## config.mk

```make
export PLATFORM = sky130hd
export DESIGN_NAME = crc32_record_frame_parser
export DESIGN_NICKNAME = d
export VERILOG_FILES = /design/src/sv/crc32rfp_pkg.sv /design/src/sv/crc32rfp_core.sv /design/src/sv/crc32rfp_out_buf.sv /design/src/sv/crc32_record_frame_parser.sv
export SDC_FILE = /design/constraint.sdc
export NUM_CORES = 1
export LEC_CHECK = 0
export BUFFER_PORTS_ARGS = -buffer_cell sky130_fd_sc_hd__buf_2
export CAP_MARGIN = 20
export CORE_ASPECT_RATIO = 1.2
export CORE_MARGIN = 2
export CORE_UTILIZATION = 50
export DETAILED_ROUTE_END_ITERATION = 7
export PLACE_DENSITY = 0.74
export SLEW_MARGIN = 20
export SYNTH_ARGS = -nofsm -noshare
export SYNTH_HDL_FRONTEND = slang
export SYNTH_SLANG_ARGS = --single-unit
```

## constraint.sdc

```tcl
create_clock -name clk -period 13.3 [get_ports clk]
set_input_delay 0 -clock clk [delete_from_list [all_inputs] [get_ports clk]]
set_output_delay 0 -clock clk [all_outputs]
set_load 0.01 [all_outputs]
```

## src/sv/crc32rfp_pkg.sv

```systemverilog
// ----------------------------------------------------------------------------
// crc32rfp_pkg
// Types, constants and the bytewise CRC-32 function shared by the record
// frame parser modules.
// ----------------------------------------------------------------------------
package crc32rfp_pkg;

    localparam logic [31:0] FRAME_MAGIC     = 32'h3143_534F;
    localparam logic [31:0] CRC_POLY        = 32'hEDB8_8320;
    localparam logic [31:0] CRC_INIT        = 32'hFFFF_FFFF;
    localparam int unsigned PREAMBLE_BYTES  = 12;
    localparam int unsigned HEADER_BYTES    = 4 + 4 + 4 + 1 + 2;
    localparam logic [15:0] MAX_BODY_RESET  = 16'd255;

    // Header byte offsets
    localparam logic [3:0] HDR_ORIGIN_POS = 4'd4;
    localparam logic [3:0] HDR_DEST_POS   = 4'd8;
    localparam logic [3:0] HDR_FLAGS_POS  = 4'd12;
    localparam logic [3:0] HDR_LENLO_POS  = 4'd13;

    typedef enum logic [2:0] {
        PH_PREAMBLE = 3'd0,
        PH_HEADER   = 3'd1,
        PH_BODY     = 3'd2,
        PH_TRAILING = 3'd3,
        PH_HALTED   = 3'd4
    } phase_t;

    typedef enum logic [2:0] {
        ST_OK      = 3'd0,
        ST_SHORT   = 3'd1,
        ST_MAGIC   = 3'd2,
        ST_CRC     = 3'd3,
        ST_TRUNC   = 3'd4,
        ST_TOOLONG = 3'd5,
        ST_TRAIL   = 3'd6
    } status_t;

    typedef struct packed {
        logic        header_valid;
        logic [31:0] msg_id;
        logic [31:0] origin_node;
        logic [31:0] dest_node;
        logic [7:0]  record_flags;
        logic [15:0] body_length;
        logic        body_valid;
        logic [7:0]  body_byte;
        logic        body_last;
        logic        frame_done;
        logic [2:0]  frame_status;
    } result_t;

    // Reflected CRC-32 update by one byte, eight shift/xor steps
    function automatic logic [31:0] crc_byte(input logic [31:0] crc_in,
                                             input logic [7:0]  data);
        logic [31:0] c;
        c = crc_in ^ {24'd0, data};
        for (int k = 0; k < 8; k++) begin
            c = (c >> 1) ^ (CRC_POLY & {32{c[0]}});
        end
        return c;
    endfunction

endpackage

```

## src/sv/crc32rfp_core.sv

```systemverilog
// ----------------------------------------------------------------------------
// crc32rfp_core
// Frame parsing state and the per-byte next-state / result logic. State
// advances on each accepted beat; the result is combinational from the
// current state and the accepted byte.
// ----------------------------------------------------------------------------
module crc32rfp_core (
    input  logic                  clk,
    input  logic                  rst_n,
    input  logic                  accept,
    input  logic [7:0]            data_byte,
    input  logic                  last_byte,
    input  logic [15:0]           max_body_length,
    output crc32rfp_pkg::result_t result
);

    crc32rfp_pkg::phase_t phase_reg, phase_next;
    logic [3:0]  byte_position_reg, byte_position_next;
    logic [31:0] magic_shift_reg, magic_shift_next;
    logic [31:0] records_left_reg, records_left_next;
    logic [31:0] expected_crc_reg, expected_crc_next;
    logic [31:0] running_crc_reg, running_crc_next;
    logic [31:0] header_id_reg, header_id_next;
    logic [31:0] header_origin_reg, header_origin_next;
    logic [31:0] header_dest_reg, header_dest_next;
    logic [7:0]  header_flags_reg, header_flags_next;
    logic [7:0]  length_low_reg, length_low_next;
    logic [15:0] body_left_reg, body_left_next;
    crc32rfp_pkg::status_t first_error_reg, first_error_next;

    logic [3:0]  pos_inc;
    logic [15:0] body_len;
    logic [15:0] body_left_dec;
    logic [31:0] records_dec;
    logic        is_short;
    crc32rfp_pkg::status_t status;

    assign pos_inc       = byte_position_reg + 4'd1;
    assign body_len      = {data_byte, length_low_reg};
    assign body_left_dec = body_left_reg - 16'd1;
    assign records_dec   = records_left_reg - 32'd1;

    // Next state and result for the current byte
    always_comb
    begin
        phase_next         = phase_reg;
        byte_position_next = byte_position_reg;
        magic_shift_next   = magic_shift_reg;
        records_left_next  = records_left_reg;
        expected_crc_next  = expected_crc_reg;
        running_crc_next   = running_crc_reg;
        header_id_next     = header_id_reg;
        header_origin_next = header_origin_reg;
        header_dest_next   = header_dest_reg;
        header_flags_next  = header_flags_reg;
        length_low_next    = length_low_reg;
        body_left_next     = body_left_reg;
        first_error_next   = first_error_reg;
        is_short           = 1'b0;
        status             = crc32rfp_pkg::ST_OK;
        result             = '0;

        if (phase_reg == crc32rfp_pkg::PH_PREAMBLE)
        begin
            // little-endian words shift in from the top
            if (byte_position_reg < crc32rfp_pkg::HDR_ORIGIN_POS)
                magic_shift_next = {data_byte, magic_shift_reg[31:8]};
            else if (byte_position_reg < crc32rfp_pkg::HDR_DEST_POS)
                records_left_next = {data_byte, records_left_reg[31:8]};
            else
                expected_crc_next = {data_byte, expected_crc_reg[31:8]};
            if (pos_inc >= 4'(crc32rfp_pkg::PREAMBLE_BYTES))
            begin
                byte_position_next = 4'd0;
                phase_next = (records_left_next != 32'd0) ? crc32rfp_pkg::PH_HEADER
                                                          : crc32rfp_pkg::PH_TRAILING;
            end
            else
            begin
                byte_position_next = pos_inc;
                is_short = last_byte;
            end
        end
        else
        begin
            running_crc_next = crc32rfp_pkg::crc_byte(running_crc_reg, data_byte);
            case (phase_reg)
                crc32rfp_pkg::PH_HEADER:
                begin
                    if (byte_position_reg < crc32rfp_pkg::HDR_ORIGIN_POS)
                        header_id_next = {data_byte, header_id_reg[31:8]};
                    else if (byte_position_reg < crc32rfp_pkg::HDR_DEST_POS)
                        header_origin_next = {data_byte, header_origin_reg[31:8]};
                    else if (byte_position_reg < crc32rfp_pkg::HDR_FLAGS_POS)
                        header_dest_next = {data_byte, header_dest_reg[31:8]};
                    else if (byte_position_reg == crc32rfp_pkg::HDR_FLAGS_POS)
                        header_flags_next = data_byte;
                    else if (byte_position_reg == crc32rfp_pkg::HDR_LENLO_POS)
                        length_low_next = data_byte;

                    if ({1'b0, byte_position_reg} + 5'd1 < 5'(crc32rfp_pkg::HEADER_BYTES))
                    begin
                        byte_position_next = pos_inc;
                    end
                    else
                    begin
                        byte_position_next = 4'd0;
                        if (body_len > max_body_length)
                        begin
                            // oversize body: stop parsing, only the CRC runs on
                            if (first_error_reg == crc32rfp_pkg::ST_OK)
                                first_error_next = crc32rfp_pkg::ST_TOOLONG;
                            phase_next = crc32rfp_pkg::PH_HALTED;
                        end
                        else
                        begin
                            result.header_valid = 1'b1;
                            result.msg_id       = header_id_reg;
                            result.origin_node  = header_origin_reg;
                            result.dest_node    = header_dest_reg;
                            result.record_flags = header_flags_reg;
                            result.body_length  = body_len;
                            if (body_len == 16'd0)
                            begin
                                records_left_next = records_dec;
                                phase_next = (records_dec != 32'd0) ? crc32rfp_pkg::PH_HEADER
                                                                    : crc32rfp_pkg::PH_TRAILING;
                            end
                            else
                            begin
                                body_left_next = body_len;
                                phase_next     = crc32rfp_pkg::PH_BODY;
                            end
                        end
                    end
                end
                crc32rfp_pkg::PH_BODY:
                begin
                    result.body_valid = 1'b1;
                    result.body_byte  = data_byte;
                    body_left_next    = body_left_dec;
                    if (body_left_dec == 16'd0)
                    begin
                        result.body_last  = 1'b1;
                        records_left_next = records_dec;
                        phase_next = (records_dec != 32'd0) ? crc32rfp_pkg::PH_HEADER
                                                            : crc32rfp_pkg::PH_TRAILING;
                    end
                end
                crc32rfp_pkg::PH_TRAILING:
                begin
                    if (first_error_reg == crc32rfp_pkg::ST_OK)
                        first_error_next = crc32rfp_pkg::ST_TRAIL;
                end
                default:
                begin
                end
            endcase
        end

        // Final status on the last byte, then back to the start of a frame
        if (last_byte)
        begin
            if (is_short)
                status = crc32rfp_pkg::ST_SHORT;
            else if (magic_shift_next != crc32rfp_pkg::FRAME_MAGIC)
                status = crc32rfp_pkg::ST_MAGIC;
            else if (~running_crc_next != expected_crc_next)
                status = crc32rfp_pkg::ST_CRC;
            else if (first_error_next != crc32rfp_pkg::ST_OK)
                status = first_error_next;
            else if (phase_next == crc32rfp_pkg::PH_HEADER ||
                     phase_next == crc32rfp_pkg::PH_BODY)
                status = crc32rfp_pkg::ST_TRUNC;
            else
                status = crc32rfp_pkg::ST_OK;
            result.frame_done   = 1'b1;
            result.frame_status = status;

            phase_next         = crc32rfp_pkg::PH_PREAMBLE;
            byte_position_next = 4'd0;
            magic_shift_next   = '0;
            records_left_next  = '0;
            expected_crc_next  = '0;
            running_crc_next   = crc32rfp_pkg::CRC_INIT;
            header_id_next     = '0;
            header_origin_next = '0;
            header_dest_next   = '0;
            header_flags_next  = '0;
            length_low_next    = '0;
            body_left_next     = '0;
            first_error_next   = crc32rfp_pkg::ST_OK;
        end
    end

    // Parser state registers, updated once per accepted beat
    always_ff @(posedge clk or negedge rst_n)
    begin
        if (!rst_n)
        begin
            phase_reg         <= crc32rfp_pkg::PH_PREAMBLE;
            byte_position_reg <= 4'd0;
            magic_shift_reg   <= '0;
            records_left_reg  <= '0;
            expected_crc_reg  <= '0;
            running_crc_reg   <= crc32rfp_pkg::CRC_INIT;
            header_id_reg     <= '0;
            header_origin_reg <= '0;
            header_dest_reg   <= '0;
            header_flags_reg  <= '0;
            length_low_reg    <= '0;
            body_left_reg     <= '0;
            first_error_reg   <= crc32rfp_pkg::ST_OK;
        end
        else if (accept)
        begin
            phase_reg         <= phase_next;
            byte_position_reg <= byte_position_next;
            magic_shift_reg   <= magic_shift_next;
            records_left_reg  <= records_left_next;
            expected_crc_reg  <= expected_crc_next;
            running_crc_reg   <= running_crc_next;
            header_id_reg     <= header_id_next;
            header_origin_reg <= header_origin_next;
            header_dest_reg   <= header_dest_next;
            header_flags_reg  <= header_flags_next;
            length_low_reg    <= length_low_next;
            body_left_reg     <= body_left_next;
            first_error_reg   <= first_error_next;
        end
    end

endmodule

```

## src/sv/crc32rfp_out_buf.sv

```systemverilog
// ----------------------------------------------------------------------------
// crc32rfp_out_buf
// Output register with a skid stage. Input stays ready while the output
// register holds a result, until the skid entry is also occupied.
// ----------------------------------------------------------------------------
module crc32rfp_out_buf (
    input  logic                  clk,
    input  logic                  rst_n,
    input  logic                  load,
    input  crc32rfp_pkg::result_t load_data,
    output logic                  in_ready,
    output logic                  out_valid,
    input  logic                  out_ready,
    output crc32rfp_pkg::result_t out_data
);

    logic                  out_valid_reg, out_valid_next;
    logic                  skid_valid_reg, skid_valid_next;
    crc32rfp_pkg::result_t out_data_reg, out_data_next;
    crc32rfp_pkg::result_t skid_data_reg, skid_data_next;
    logic                  out_free;

    assign in_ready  = !skid_valid_reg;
    assign out_valid = out_valid_reg;
    assign out_data  = out_data_reg;
    assign out_free  = !out_valid_reg || out_ready;

    // Move skid into output when it drains; new beats fill a free output, else skid
    always_comb
    begin
        out_valid_next  = out_valid_reg;
        out_data_next   = out_data_reg;
        skid_valid_next = skid_valid_reg;
        skid_data_next  = skid_data_reg;
        if (out_free)
        begin
            if (skid_valid_reg)
            begin
                out_valid_next  = 1'b1;
                out_data_next   = skid_data_reg;
                skid_valid_next = 1'b0;
            end
            else
            begin
                out_valid_next = load;
                out_data_next  = load_data;
            end
        end
        else if (load)
        begin
            skid_valid_next = 1'b1;
            skid_data_next  = load_data;
        end
    end

    always_ff @(posedge clk or negedge rst_n)
    begin
        if (!rst_n)
        begin
            out_valid_reg  <= 1'b0;
            skid_valid_reg <= 1'b0;
        end
        else
        begin
            out_valid_reg  <= out_valid_next;
            skid_valid_reg <= skid_valid_next;
        end
    end

    // payload, no reset needed
    always_ff @(posedge clk)
    begin
        out_data_reg  <= out_data_next;
        skid_data_reg <= skid_data_next;
    end

endmodule

```

## src/sv/crc32_record_frame_parser.sv

```systemverilog
// ----------------------------------------------------------------------------
// crc32_record_frame_parser
// Byte-stream parser for a CRC-32 protected, length-prefixed record frame.
// ----------------------------------------------------------------------------
// Usage:
//   Input channel (in_valid/in_ready) carries one frame byte per beat, with
//   last_byte marking the final byte of the frame. Output channel
//   (out_valid/out_ready) returns exactly one result beat per input beat:
//   a record header (header_valid), a body byte (body_valid, body_last),
//   and on the last byte frame_done with frame_status.
//   A result is registered in the output register, or in the skid stage
//   while the output stalls. Throughput: one byte per cycle while in_ready
//   is high; the 8-step bytewise CRC and field capture are combinational.
//   A one-entry skid stage behind the output register lets one more byte
//   be accepted while a result waits; with both full, in_ready drops until
//   out_ready drains a beat.
//   Reset clears the parser to the start of a frame and sets
//   max_body_length to 255. cfg_wr_en writes max_body_length from
//   cfg_wr_data; write it only while the block is idle.
//   After the last byte of a frame the parser returns to the start of a
//   frame, keeping max_body_length.
// ----------------------------------------------------------------------------
module crc32_record_frame_parser (
    input  logic        clk,
    input  logic        rst_n,
    input  logic        cfg_wr_en,
    input  logic [15:0] cfg_wr_data,
    input  logic        in_valid,
    output logic        in_ready,
    input  logic [7:0]  data_byte,
    input  logic        last_byte,
    output logic        out_valid,
    input  logic        out_ready,
    output logic        header_valid,
    output logic [31:0] msg_id,
    output logic [31:0] origin_node,
    output logic [31:0] dest_node,
    output logic [7:0]  record_flags,
    output logic [15:0] body_length,
    output logic        body_valid,
    output logic [7:0]  body_byte,
    output logic        body_last,
    output logic        frame_done,
    output logic [2:0]  frame_status
);

    logic [15:0]           max_body_length_reg;
    logic                  in_fire;
    crc32rfp_pkg::result_t core_result;
    crc32rfp_pkg::result_t out_result;

    assign in_fire = in_valid && in_ready;

    // Configuration register
    always_ff @(posedge clk or negedge rst_n)
    begin
        if (!rst_n)
            max_body_length_reg <= crc32rfp_pkg::MAX_BODY_RESET;
        else if (cfg_wr_en)
            max_body_length_reg <= cfg_wr_data;
    end

    crc32rfp_core u_core (
        .clk             (clk),
        .rst_n           (rst_n),
        .accept          (in_fire),
        .data_byte       (data_byte),
        .last_byte       (last_byte),
        .max_body_length (max_body_length_reg),
        .result          (core_result)
    );

    crc32rfp_out_buf u_out_buf (
        .clk       (clk),
        .rst_n     (rst_n),
        .load      (in_fire),
        .load_data (core_result),
        .in_ready  (in_ready),
        .out_valid (out_valid),
        .out_ready (out_ready),
        .out_data  (out_result)
    );

    // Result fields to ports
    assign header_valid = out_result.header_valid;
    assign msg_id       = out_result.msg_id;
    assign origin_node  = out_result.origin_node;
    assign dest_node    = out_result.dest_node;
    assign record_flags = out_result.record_flags;
    assign body_length  = out_result.body_length;
    assign body_valid   = out_result.body_valid;
    assign body_byte    = out_result.body_byte;
    assign body_last    = out_result.body_last;
    assign frame_done   = out_result.frame_done;
    assign frame_status = out_result.frame_status;

endmodule

```

Word level (Yosys, flattened, before mapping)
Cells that the tools add are included.
- $add $sub $neg: 4
- $mul: 0
- div/mod/pow operators: 0
- $lt $le $gt $ge: 6
- equality and inequality tests: 21
- shift-type cells: 0
- mux-type cells: 95
- bitwise gates (word level): 11
- reduce and logical (&&, ||, !) cells: 31
- operators by type and width (operator ; count):
    $mux 32 ; 33
    $mux 121 ; 3
    $xor 31x32->32 ; 8
    $mux 135 ; 1
    $mux 131 ; 1
    $mux 8 ; 15
    $mux 16 ; 5
    $pmux 32 s2 ; 1
    $reduce_bool 32->1 ; 2
    $mux 3 ; 18
    $logic_not 16->1 ; 2
    $ne 32x30->1 const B ; 1
    $ne 32x32->1 ; 1
    $not 32->32 ; 1
    $pmux 16 s2 ; 1
    $sub 32x1->32 const B ; 1
    $xor 32x8->32 ; 1
    $mux 4 ; 6
    $reduce_and 6->1 ; 3
    $gt 16x16->1 ; 1
    $sub 16x1->16 const B ; 1
    $reduce_bool 2->1 ; 7
    $pmux 3 s2 ; 2
    $mux 10 ; 1
    27 further kinds ; 52
- bits in registers: 554
- latch bits: 0
- RAM bits: 0
- bits in read-only memories: 0
- input bits: 30
- logic and storage cells: 206
- memories kept: 0

Depth between registers and ports, before layout
- depth in word-level cells: 17
- gate-level depth with buffers: 13

Cells and area by module
Synthesis repeated with hierarchy kept, for this count alone.
- cells, all modules: 2209
- area, all modules: 26506.7 um^2
- modules (own cells, without submodules) (module ; instances ; cells each ; area each (um^2)):
    crc32rfp_core ; 1 ; 1745 ; 15940.3
    crc32rfp_out_buf ; 1 ; 429 ; 9900.7
    crc32_record_frame_parser ; 1 ; 35 ; 665.6

Least setup slack after synthesis
Ideal clock, no wire load.
- path type: reg2reg
- start: register u_out_buf.out_valid_reg (netlist: u_out_buf.out_valid)
- end: register u_out_buf.skid_data_reg[0] (netlist name) (enable)
- arrival: 9980 ps
- setup slack: 1947 ps
- stages on the path, launching flop included: 3
- period minus slack after synthesis: 11353 ps
- cells stage by stage: dfrtp_1 nand2b_1 nor2_1
- longest elaborated chain between the ends: 4
- ends and longest elaborated chain (what ; RTL line ; source):
    start, declared ; crc32rfp_out_buf.sv:17 ; logic out_valid_reg, out_valid_next;
    start signal, assigned ; crc32rfp_out_buf.sv:65 ; out_valid_reg <= out_valid_next;
    $logic_not 1->1 ; crc32rfp_out_buf.sv:26 ; assign out_free = !out_valid_reg || out_ready;
    $logic_or 1x1->1 ; crc32rfp_out_buf.sv:26 ;
    $not 1->1 (no source line) ; n/a ;
    $reduce_and 2->1 (no source line) ; n/a ;
    end signal, assigned ; crc32rfp_out_buf.sv:74 ; skid_data_reg <= skid_data_next;
    end, declared ; crc32rfp_out_buf.sv:20 ; crc32rfp_pkg::result_t skid_data_reg, skid_data_next;
Every way passes these cells.
A chain may end at the register's enable or synchronous reset.

Worst setup path after layout
- start: register max_body_length_reg[5]
- end: register u_core.body_left_reg[4]
- longest elaborated chain between the ends: 3
- ends and longest elaborated chain (what ; RTL line ; source):
    start, declared ; crc32_record_frame_parser.sv:47 ; logic [15:0] max_body_length_reg;
    start signal, assigned ; crc32_record_frame_parser.sv:58 ; max_body_length_reg <= crc32rfp_pkg::MAX_BODY_RESET;
    start signal, assigned ; crc32_record_frame_parser.sv:60 ; max_body_length_reg <= cfg_wr_data;
    $gt 16x16->1 ; crc32rfp_core.sv:108 ; if (body_len > max_body_length)
    $ne 3x3->1 (no source line) ; n/a ;
    $reduce_and 6->1 (no source line) ; n/a ;
    end signal, assigned ; crc32rfp_core.sv:228 ; body_left_reg <= body_left_next;
    end, declared ; crc32rfp_core.sv:28 ; logic [15:0] body_left_reg, body_left_next;
Every way passes these cells.

==> key figures <==
Run status
  • Result of the run: complete, no violations

Yosys
  • Async S/R FF share, synth: 51.3%
  • Fraction of post-synthesis cell area in the top cell type by area: a little under 30%
  • Nets in the synthesized netlist: 2478
  • Cell taking the most area after synthesis: sky130_fd_sc_hd__edfxtp_1
  • Number of instances in the synthesized netlist: 2425
  • Mean instance size in the synthesized netlist: 11.2 sq um
  • Warnings from Yosys: 0
  • Biggest area contributors in the synthesized netlist: sky130_fd_sc_hd__edfxtp_1 30%, sky130_fd_sc_hd__dfrtp_1 22%, sky130_fd_sc_hd__mux2_2 5.8%, sky130_fd_sc_hd__nand2_1 4.6%, sky130_fd_sc_hd__o21ai_0 4.5%
  • Primary flip-flop cell chosen by synthesis mapping: sky130_fd_sc_hd__edfxtp_1
  • Unique masters post-synth: 97
  • Cell area after synthesis: 27200 sq um
  • Number of storage elements in the synthesis netlist: 554
  • Post-synth EDFFs: 270
  • Seq/Total Area, Yosys: 56.2%

Timing
  • Fin crit share: between 30 and 40%
  • Time the final worst path needs with I/O delays and setup: 4390 ps
  • RSZ-0062 raised after global routing: no
  • Max-slew violation count: 0
  • Peak clock frequency supported by timing: 0.228 GHz
  • Final TNS setup: 0 ps
  • Clock tree skew after final layout: 31.0 ps
  • Number of hold violations in the final report: 0
  • Minimum setup slack in the final design: 8910 ps
  • Worst slew margin relative to its limit: 26.2%
  • Worst-margin pin slew: between 1000 and 1500 ps
  • Setup Viol. Count Final: 0

Global routing
  • Antenna violations before repair: 0
  • Global-route wire length before repair: 112000 um
  • Leftover overflow at the end of global routing: 0
  • Maximum number of pins on one net before global-route repair: 162
  • GRT Util Overall: 25.1%
  • Vias in the first global route: 19.7k

Die
  • Total die area: 56300 sq um
  • Number of top-level pins: 167
  • Die outline width: 217 um
  • Starting density of the core: 50.6%
  • Area of the core: 53800 sq um
  • FP Rows: 93
  • Die boundary height: 259 um

Power and ir drop
  • Worst IR drop on VDD: roughly 0.00019 V
  • Total Power Consumption: 5380 uW
  • Total leakage power: 0.0127 uW
  • Cell area power density: 174 nW/um^2

Drt
  • Overall via count from detail_route: 19.8k
  • DRC: 0
  • Wire length per cell: between 20 and 25 um
  • DRT iter0 DRCs: 1762
  • Via-to-Cell Ratio: between 5 and 6
  • Final wirelength: 71100 um
  • Number of search-and-repair iterations in the first detailed-routing pass: 6
  • Antenna-violating nets left: 0

Worst setup path
  • CP Launch Type: flop
  • Start-to-end type of the worst setup path: flop to flop
  • Signal arrival time at the worst endpoint: 4920 ps
  • Capturing element type of the critical path: flop
  • Maximum fanout count along the critical path: ~120
  • Data required time at the worst endpoint: 13830 ps

Finish
  • Fill cell count: about 4.4k
  • Area growth syn-to-layout: 13.9%
  • Share of cells above drive strength 1: 19.6%
  • Total Nets Final: 2617
  • Antenna cell count: 0

Clock network
  • Post CTS Setup Buffer Count: 0
  • Number of buffers between clock root and the deepest sink: 3
  • Total CTS buffers: 53
  • Post-cts hold buffer count: 58
  • Number of clock sinks: ~550
  • H-tree level count: 2
  • Post-cts gate resize count: 0
  • Clk pin slew, worst setup/hold paths: approximately 70 ps
  • Clock insertion delay at the later pin of the skew report: 620 ps
  • TritonCTS clock tree: done
  • Master cell of the clock root buffer: sky130_fd_sc_hd__clkbuf_16

Place
  • I/O Buffers: 166
  • Place WS: 8970 ps
  • Routability Congestion: between 0.9 and 1
  • DP Wirelength: 45200 um

Worst hold path
  • Type of the most critical hold path: primary input to flop

Run
  • Number of max-cap violations: 0
[path summary, 6_finish.rpt]
path / start / to / slack [ps] / cells past startpoint
worst min-delay path: out_ready / u_out_buf.out_valid / 150 / 4
worst max register to register: max_body_length_reg[5] / u_core.body_left_reg[4] / 8910 / 13
max in group asynchronous: rst_n / u_core.header_dest_reg[10] / 11750 / 4
worst min register to register: u_core.header_dest_reg[4] / u_core.header_dest_reg[4] / 470 / 2
worst max-delay path: max_body_length_reg[5] / u_core.body_left_reg[4] / 8910 / 13
min in group asynchronous: rst_n / u_core.expected_crc_reg[27] / 370 / 3
[placed cells by master (no fill, tap or decap), types with 17 or more instances in the layout]
cell type,n
sky130_fd_sc_hd__mux2i_1,35
sky130_fd_sc_hd__a22oi_1,46
sky130_fd_sc_hd__and2_1,131
sky130_fd_sc_hd__a21oi_1,78
sky130_fd_sc_hd__edfxtp_1,270
sky130_fd_sc_hd__nor4_1,22
sky130_fd_sc_hd__xnor2_1,65
sky130_fd_sc_hd__mux2_2,141
sky130_fd_sc_hd__o22ai_1,17
sky130_fd_sc_hd__o21ai_0,247
sky130_fd_sc_hd__ha_1,23
sky130_fd_sc_hd__xor2_1,24
sky130_fd_sc_hd__dfstp_2,40
sky130_fd_sc_hd__nand2_1,332
sky130_fd_sc_hd__a22o_1,33
sky130_fd_sc_hd__dlygate4sd3_1,59
sky130_fd_sc_hd__buf_2,165
sky130_fd_sc_hd__buf_4,31
sky130_fd_sc_hd__nor2_1,122
sky130_fd_sc_hd__nor3_1,38
sky130_fd_sc_hd__inv_1,45
sky130_fd_sc_hd__dfrtp_1,244
sky130_fd_sc_hd__xnor3_1,23
sky130_fd_sc_hd__clkbuf_16,53
[routing by layer]
metal | up-vias | track usage (%) | share of wire [%] | wire (um)
met5 | - | 0 | 0 | 0
met4 | 0 | 11.1 | 4.4 | 3140
met3 | 189 | 3.71 | 5.7 | 4060
met2 | 752 | 42.1 | 49 | 34500
met1 | 9814 | 32.5 | 41 | 29400
li1 | 9016 | - | - | -
[stage by stage]
stage / utilization (%) / cell area (sq um) / hold slack (ps) / std cells
floorplan: - / 27200 / -296 / 2425
global placement: 53.1 / 28500 / 189 / 3160
detailed placement: 53.1 / 28500 / 193 / 3161
CTS: 57.5 / 30900 / 139 / 3319
global route: 57.6 / 31000 / 192 / 3321
finish: 57.6 / 31000 / 146 / 3321
[Yosys cell counts, types with 22 or more instances]
cell	number
sky130_fd_sc_hd__xnor3_1	23
sky130_fd_sc_hd__dfstp_2	40
sky130_fd_sc_hd__a21oi_1	78
sky130_fd_sc_hd__nand2_1	332
sky130_fd_sc_hd__o21ai_0	247
sky130_fd_sc_hd__nor3_1	39
sky130_fd_sc_hd__nor2_1	125
sky130_fd_sc_hd__nor4_1	22
sky130_fd_sc_hd__xnor2_1	65
sky130_fd_sc_hd__clkbuf_1	152
sky130_fd_sc_hd__xor2_1	24
sky130_fd_sc_hd__a22o_1	33
sky130_fd_sc_hd__and2_1	131
sky130_fd_sc_hd__mux2i_1	35
sky130_fd_sc_hd__edfxtp_1	270
sky130_fd_sc_hd__mux2_2	141
sky130_fd_sc_hd__ha_1	23
sky130_fd_sc_hd__dfrtp_1	244
sky130_fd_sc_hd__inv_1	46
sky130_fd_sc_hd__a22oi_1	46
[final cells by class]
cell class	count	area [sq um]	area share, %
inverter	47	180	0.582
clock inverter	26	330	1.07
tap	712	891	2.88
timing repair buffer	259	1730	5.58
multi-input combinational	1649	11100	35.8
clock buffer	74	1480	4.76
sequential	554	15300	49.3
[critical path: stages, from the launching register on]
cell                        delay [ps]
sky130_fd_sc_hd__dfstp_2           510
sky130_fd_sc_hd__inv_1              50
sky130_fd_sc_hd__ha_1              320
sky130_fd_sc_hd__a21oi_1           180
sky130_fd_sc_hd__o21ai_0           110
sky130_fd_sc_hd__a21o_1            180
sky130_fd_sc_hd__o41ai_1           370
sky130_fd_sc_hd__buf_4             230
sky130_fd_sc_hd__nor2b_4           140
sky130_fd_sc_hd__buf_4             730
sky130_fd_sc_hd__and2_1            270
sky130_fd_sc_hd__o31a_1            410
sky130_fd_sc_hd__nand2_1           450
sky130_fd_sc_hd__o2bb2ai_1         350
[where the power goes]
| group | switching, uW | internal, uW |
|---|---|---|
| registers | 204 | 2020 |
| logic | 859 | 730 |
| clock network | 673 | 898 |
| total | 1740 | 3650 |
[logic make-up after synthesis]
| logic type | Yosys count | synth area share, % |
|---|---|---|
| and+or+nand+nor | 773 | 13.8 |
| DFF | 554 | 56.2 |
| AOI/OAI and AO/OA | 551 | 12.7 |
| buffers and inverters | 222 | 3.30 |
| muxes | 176 | 7.13 |
| xor gates and xnor gates | 125 | 5.74 |
| adders and majority gates | 24 | 1.10 |
No activity file was read; power rests on OpenSTA's default activity.
